$ cat src/rtl/bud_ram.sv
`timescale 1ns / 1ps
`default_nettype none
// ----------------------------------------------------------------------------
// bud_ram: generic simple dual-port RAM
// One write port, one read port, read data registered.
// ----------------------------------------------------------------------------
module bud_ram #(
	parameter int WIDTH = 8,
	parameter int DEPTH = 16
) (
	input  wire                      clk,
	input  wire                      we,
	input  wire [$clog2(DEPTH)-1:0]  waddr,
	input  wire [WIDTH-1:0]          wdata,
	input  wire [$clog2(DEPTH)-1:0]  raddr,
	output logic [WIDTH-1:0]         rdata
);

	logic [WIDTH-1:0] mem [DEPTH];

	always_ff @(posedge clk) begin
		if (we) begin
			mem[waddr] <= wdata;
		end
		rdata <= mem[raddr];
	end

endmodule

`default_nettype wire

$ cat config.mk
export PLATFORM = sky130hd
export DESIGN_NAME = bud_ram
export DESIGN_NICKNAME = d
export VERILOG_FILES = /design/src/rtl/bud_ram.sv
export SDC_FILE = /design/constraint.sdc
export NUM_CORES = 1
export LEC_CHECK = 0
export ABC_AREA = 1
export ABC_CLOCK_PERIOD_IN_PS = 1400
export BUFFER_PORTS_ARGS = -buffer_cell sky130_fd_sc_hd__buf_2
export CAP_MARGIN = 20
export CORE_ASPECT_RATIO = 2
export CORE_MARGIN = 3
export CORE_UTILIZATION = 40
export DETAILED_ROUTE_END_ITERATION = 10
export PLACE_DENSITY_LB_ADDON = 0.08
export SLEW_MARGIN = 30
export SYNTH_ARGS = -nofsm -noshare
export SYNTH_HDL_FRONTEND = slang
export SYNTH_SLANG_ARGS = --single-unit
$ cat constraint.sdc
create_clock -name clk -period 1.4 [get_ports clk]
set_clock_uncertainty 0.15 [all_clocks]
set_input_delay 0.14 -clock clk [delete_from_list [all_inputs] [get_ports clk]]
set_output_delay 0.14 -clock clk [all_outputs]
set_load 0.05 [all_outputs]
==> reports/metrics.cfg, run 1 <==
[status]
run_status = completed

[critical_path]
cp.arrival_ns = 1.02
critPathKind = reg -> out
crit_slowest_cell = dfxtp_1
crit_buf_inv = 1
start_kind = flop
r2r_slack_ns = 0.17
path_delay_family = flip-flops
endpoint_kind = output pin
cp_slowest_stage_delay_ns = 0.34
cp_max_fo = 1
required_ns = 1.11
path_cells = buf_2

[sta]
worstMarginPinSlew_ns = 0.411
fin_setup_tns_ns = 0
final_max_slew_viol_count = 0
finalCriticalPeriod_ns = 1.31
layout_worst_path_cycle_share_pct = 93.7
fmax_mhz = 763
finalSetupViolCount = 0
hold_ws_ns = 0.00386
slew_headroom_pct = 72.6
hold_viol = 0
rsz0062_at_grt = no

[yosys]
ys.warnings.count = 0
synth_seq_cells = 136
ys_types = 12
ys_seq_area_share_pct = 69.4
syn_avg_cell_area_sq_um = 10.5
synth_area_sq_mm = 0.00577
synth_nets = 569
syn_inst = 551

[routing]
first_pass_iters = 4
ant_nets = 0
drc = 0
via_count = 3824
wl_um = 13900
wl_per_cell_um = 17.2
drt_iter0_markers = 251
vias_per_cell = 4.74

[clock_tree]
cts_root_buf = clkbuf_16
clock_latency_ns = 0.41
h-tree-depth = 4
cts_tree = done
cts_resized = 0
cts_sinks = 136
clockBufferDepth = 2
clk_pin_slew_ns = 0.06
tritoncts.num_buffers = 17

[global_routing]
track_usage_pct = 18.5
grt_max_degree = 49
grt_overflow = 0
antenna_found_initial = 0
grt_pass1_wl_um = 21700
first_global_vias = 3973

[hold_path]
hp-class = in -> reg

[placement]
dp_hpwl_um = 9280
placed_cells = 773
gp_congestion = 0.772
port-buffer-count = 25

[floorplanning]
num_rows = 61
chipWidth_um = 90.9
die_y_um = 176
core_area_sq_mm = 0.0140
dieArea_sq_mm = 0.0160
ios = 26
start_util_pct = 41.1

[power_and_ir_drop]
power_leakage_nw = 3.01
power_density_mw_per_mm2 = 1450
peakVddDrop_v = 0.000864

[final_layout]
layout.cells.non_filler = 806
final_nets = 622
layout_commonest_cell = nand2_1
final_cell_mix = 173 x nand2_1, 128 x edfxtp_1, 100 x inv_1, 97 x nand3_1, 27 x buf_4
drive_gt1_share_pct = 14.3
area_delta_synth_final_pct = 19.8
n_antenna_cell = 0

[run]
drv_cap = 0

## kinds of logic (layout without fill, tap and decap cells)
| kind of cell | count (synthesis) | in the layout | synth area share [%] |
|---|---|---|---|
| AND/OR/NAND/NOR | 289 | 289 | 21.0 |
| flip-flops | 136 | 136 | 69.4 |
| buffers and inverters | 126 | 192 | 9.52 |
## layout make-up
class	instances	area (sq um)
Inverter	102	383
Sequential cell	136	4000
Timing Repair Buffer	58	438
Fill cell	1291	7130
Multi-Input combinational cell	289	1210
Clock buffer	19	433
Tap cell	189	236
Clock inverter	13	201
## power by group
group	internal [mW]	leakage (nW)	switching, mW	total [mW]
Clock	3.15	0.305	1.60	4.75
Combinational	0.195	1.48	0.483	0.678
Sequential	4.55	1.22	0.0260	4.58
Total	7.90	3.01	2.11	10.0
## final timing paths
| check | start | end | depth (start not counted) |
|---|---|---|---|
| setup / recovery | rdata[2]$_DFF_P_ | rdata[2] | 1 |
| hold / removal | wdata[7] | mem[11][7]$_DFFE_PP_ | 1 |
| setup reg to reg | mem[7][0]$_DFFE_PP_ | rdata[0]$_DFF_P_ | 6 |
| hold reg to reg | mem[10][0]$_DFFE_PP_ | rdata[0]$_DFF_P_ | 6 |
## registers in the layout, indices dropped and copies added (netlist names)
name	cells
mem	128
rdata	8
## metrics by stage
step           util [%]  power, mW  setup slack, ns  instance area [sq um]
2_1_floorplan         -       5.07            0.159                   5770
3_3_place_gp       44.6       5.36          -0.0364                   6260
3_5_place_dp       44.6       5.36          -0.0375                   6260
4_1_cts            49.2       10.1           0.0651                   6910
5_1_grt            49.2       10.4           0.0408                   6910
6_report           49.2       10.0           0.0887                   6910
## metal layers
layer  share of wire, %  vias up  GRT usage, %
li1                   -     1877             -
met1                 39     1849          20.1
met2                 55       82          33.8
met3                3.0       16          3.86
met4                2.4        0          9.07
met5                  0        -             0
## cell usage after synthesis
master / number / area [sq um]
nand3b_1: 2 / 15.0
edfxtp_1: 128 / 3840
inv_1: 100 / 375
buf_1: 1 / 3.75
nand3_1: 97 / 485
buf_2: 13 / 65.1
nand2_1: 173 / 649
dfxtp_1: 8 / 160
buf_6: 6 / 67.6
nor2_1: 17 / 63.8
inv_2: 2 / 7.51
buf_4: 4 / 30.0
## what timing repair did
action / CTS / global route
setup buffers: 0 / 0
endpoints found under the hold margin: 8 / 0
hold buffers: 1 / 0
Note: power is estimated with default switching activity, not from simulation.
==> run 2, diff against run 1 <==
CORE_UTILIZATION = 50   (was 40)
==> run 2 against run 1 <==
Compared with the run above: sequential share of layout area is essentially flat; sequential power is essentially flat; via count grew 1.1%; design area is essentially flat; hold slack gained 0.0092 ns; highest routed layer unchanged.
==> reports/metrics.cfg, run 2 (synthesis results as in run 1) <==
[routing]
drt_iter0_markers = 266  ; was 251
vias_per_cell = 5.09  ; was 4.74
first_pass_iters = 7  ; was 4
wl_per_cell_um = 17.3  ; was 17.2 um
via_count = 3865  ; was 3,824
ant_nets = 0  ; unchanged
drc = 0  ; unchanged
wl_um = 13200  ; was 13,900 um

[clock_tree]
clock_latency_ns = 0.41  ; about the same
tritoncts.num_buffers = 17  ; unchanged
h-tree-depth = 4  ; unchanged
cts_root_buf = clkbuf_16  ; unchanged
postCtsHoldBufs = 5  ; was 1
clk_pin_slew_ns = 0.06  ; about the same
clockBufferDepth = 2  ; unchanged
cts_resized = 0  ; unchanged
postCtsSetupRepairBufs = 0  ; unchanged
cts_tree = done  ; unchanged
cts_sinks = 136  ; unchanged

[sta]
rsz0062_at_grt = no  ; unchanged
finalCriticalPeriod_ns = 1.31  ; about the same
layout_worst_path_cycle_share_pct = 93.7  ; about the same
finalWorstSetupSlack_ns = 0.0875  ; was 0.0887 ns
fmax_mhz = 762  ; was 763 MHz
fin_setup_tns_ns = 0  ; unchanged
hold_ws_ns = 0.0131  ; was 0.00386 ns
worstMarginPinSlew_ns = 0.395  ; was 0.411 ns
slew_headroom_pct = 73.7  ; was 72.6%
hold_viol = 0  ; unchanged
finalSetupViolCount = 0  ; unchanged
final_max_slew_viol_count = 0  ; unchanged

[critical_path]
cp_slowest_stage_delay_ns = 0.34  ; about the same
path_cells = buf_2  ; unchanged
crit_buf_inv = 1  ; unchanged
cp_max_fo = 1  ; unchanged
r2r-start = mem[3][2]$_DFFE_PP_  ; was mem[7][0]$_DFFE_PP_
endpoint_kind = output pin  ; unchanged
cp.arrival_ns = 1.02  ; about the same
critPathLaunch = rdata[0]$_DFF_P_  ; was rdata[2]$_DFF_P_
path_delay_family = flip-flops  ; unchanged
required_ns = 1.11  ; about the same
start_kind = flop  ; unchanged
crit_slowest_cell = dfxtp_1  ; unchanged
critPathKind = reg -> out  ; unchanged

[final_layout]
largest_reg_flops = 128  ; unchanged
n_antenna_cell = 0  ; unchanged
largest-register = mem  ; unchanged
area_delta_synth_final_pct = 19.7  ; was 19.8%
final_nets = 625  ; was 622
reg.largest.list = mem: 128 flops, rdata: 8 flops  ; unchanged
layout_commonest_cell = nand2_1  ; unchanged
final_cell_mix = 173 x nand2_1, 128 x edfxtp_1, 100 x inv_1, 97 x nand3_1, 26 x buf_4  ; was 173 x nand2_1, 128 x edfxtp_1, 100 x inv_1, 97 x nand3_1, 27 x buf_4
layout.cells.non_filler = 760  ; was 806
drive_gt1_share_pct = 14.0  ; was 14.3%

[placement]
dp_hpwl_um = 8710  ; was 9280 um
gp_congestion = 0.863  ; was 0.772
dp_worst_setup_slack_ns = 0.0541  ; was -0.0375 ns
port-buffer-count = 25  ; unchanged
placed_cells = 723  ; was 773

[floorplanning]
dieArea_sq_mm = 0.0129  ; was 0.0160 sq mm
chipWidth_um = 81.9  ; was 90.9 um
start_util_pct = 52.0  ; was 41.1%
core_area_sq_mm = 0.0111  ; was 0.0140 sq mm
ios = 26  ; unchanged
num_rows = 54  ; was 61
die_y_um = 158  ; was 176 um

[global_routing]
grt_pass1_wl_um = 20700  ; was 21,700 um
gr-max-usage-layer = met2  ; unchanged
grt_use_met2_pct = 39.4  ; was 33.8%
grt_max_degree = 33  ; was 49
grt_overflow = 0  ; unchanged
grt_util_met1_pct = 26.6  ; was 20.1%
track_usage_pct = 22.8  ; was 18.5%
first_global_vias = 3861  ; was 3,973
antenna_found_initial = 0  ; unchanged
grtUsageMet3_pct = 4.90  ; was 3.86%

[power_and_ir_drop]
peakVddDrop_v = 0.00116  ; was 0.000864 V
power_frac_seq_pct = 45.0  ; was 45.7%
power.switching_mw = 2.10  ; was 2.11 mW
p_clk_share_pct = 48.3  ; was 47.5%
internal_power_mw = 8.07  ; was 7.90 mW
power_frac_comb_pct = 6.7  ; was 6.8%
power_density_mw_per_mm2 = 1470  ; was 1450 mW/mm^2
power_leakage_nw = 3.03  ; was 3.01 nW
switching_share_pct = 20.6  ; was 21.1%
p_total_mw = 10.2  ; was 10.0 mW

[status]
run_status = completed  ; unchanged

[hold_path]
hp-class = in -> reg  ; unchanged
hp-start = wdata[5]  ; was wdata[7]

[run]
drv_cap = 0  ; unchanged

==> run 2: worst paths after layout <==
kind                              end  slack (ns)  cells after the start
setup / recovery             rdata[0]        0.09                      1
setup reg to reg     rdata[2]$_DFF_P_        0.23                      6
hold reg to reg      rdata[2]$_DFF_P_        0.52                      6
hold / removal    mem[3][5]$_DFFE_PP_        0.01                      1
==> run 2: power by group through the flow <==
stage               combinational (mW)  sequential (mW)  clock, mW
global placement                 0.673             4.66          0
global route                     0.758             4.58       5.17
CTS                              0.693             4.58       5.00
finish                           0.685             4.58       4.91
detailed placement               0.677             4.66          0
floorplan                        0.321             4.75          0
==> run 2: metal layers <==
layer  vias to the layer above  routed length (um)
met3                        25                 520
li1                       1883                   -
met5                         -                   0
met2                        99                7250
met1                      1858                5000
met4                         0                 406
==> run 2: metrics by stage <==
step,utilization (%),instance area [sq um]
floorplan,-,5770
global placement,55.9,6200
detailed placement,55.9,6200
CTS,62.3,6900
global route,62.3,6900
finish,62.3,6900
==> run 2: layout make-up <==
cell class / count / area [sq um]
clock buffers: 18 / 429
clock inverters: 14 / 229
fillers: 928 / 4180
inverters: 102 / 383
multi-input cells: 289 / 1210
flip-flops and latches: 136 / 4000
well taps: 140 / 175
repair buffers: 61 / 470
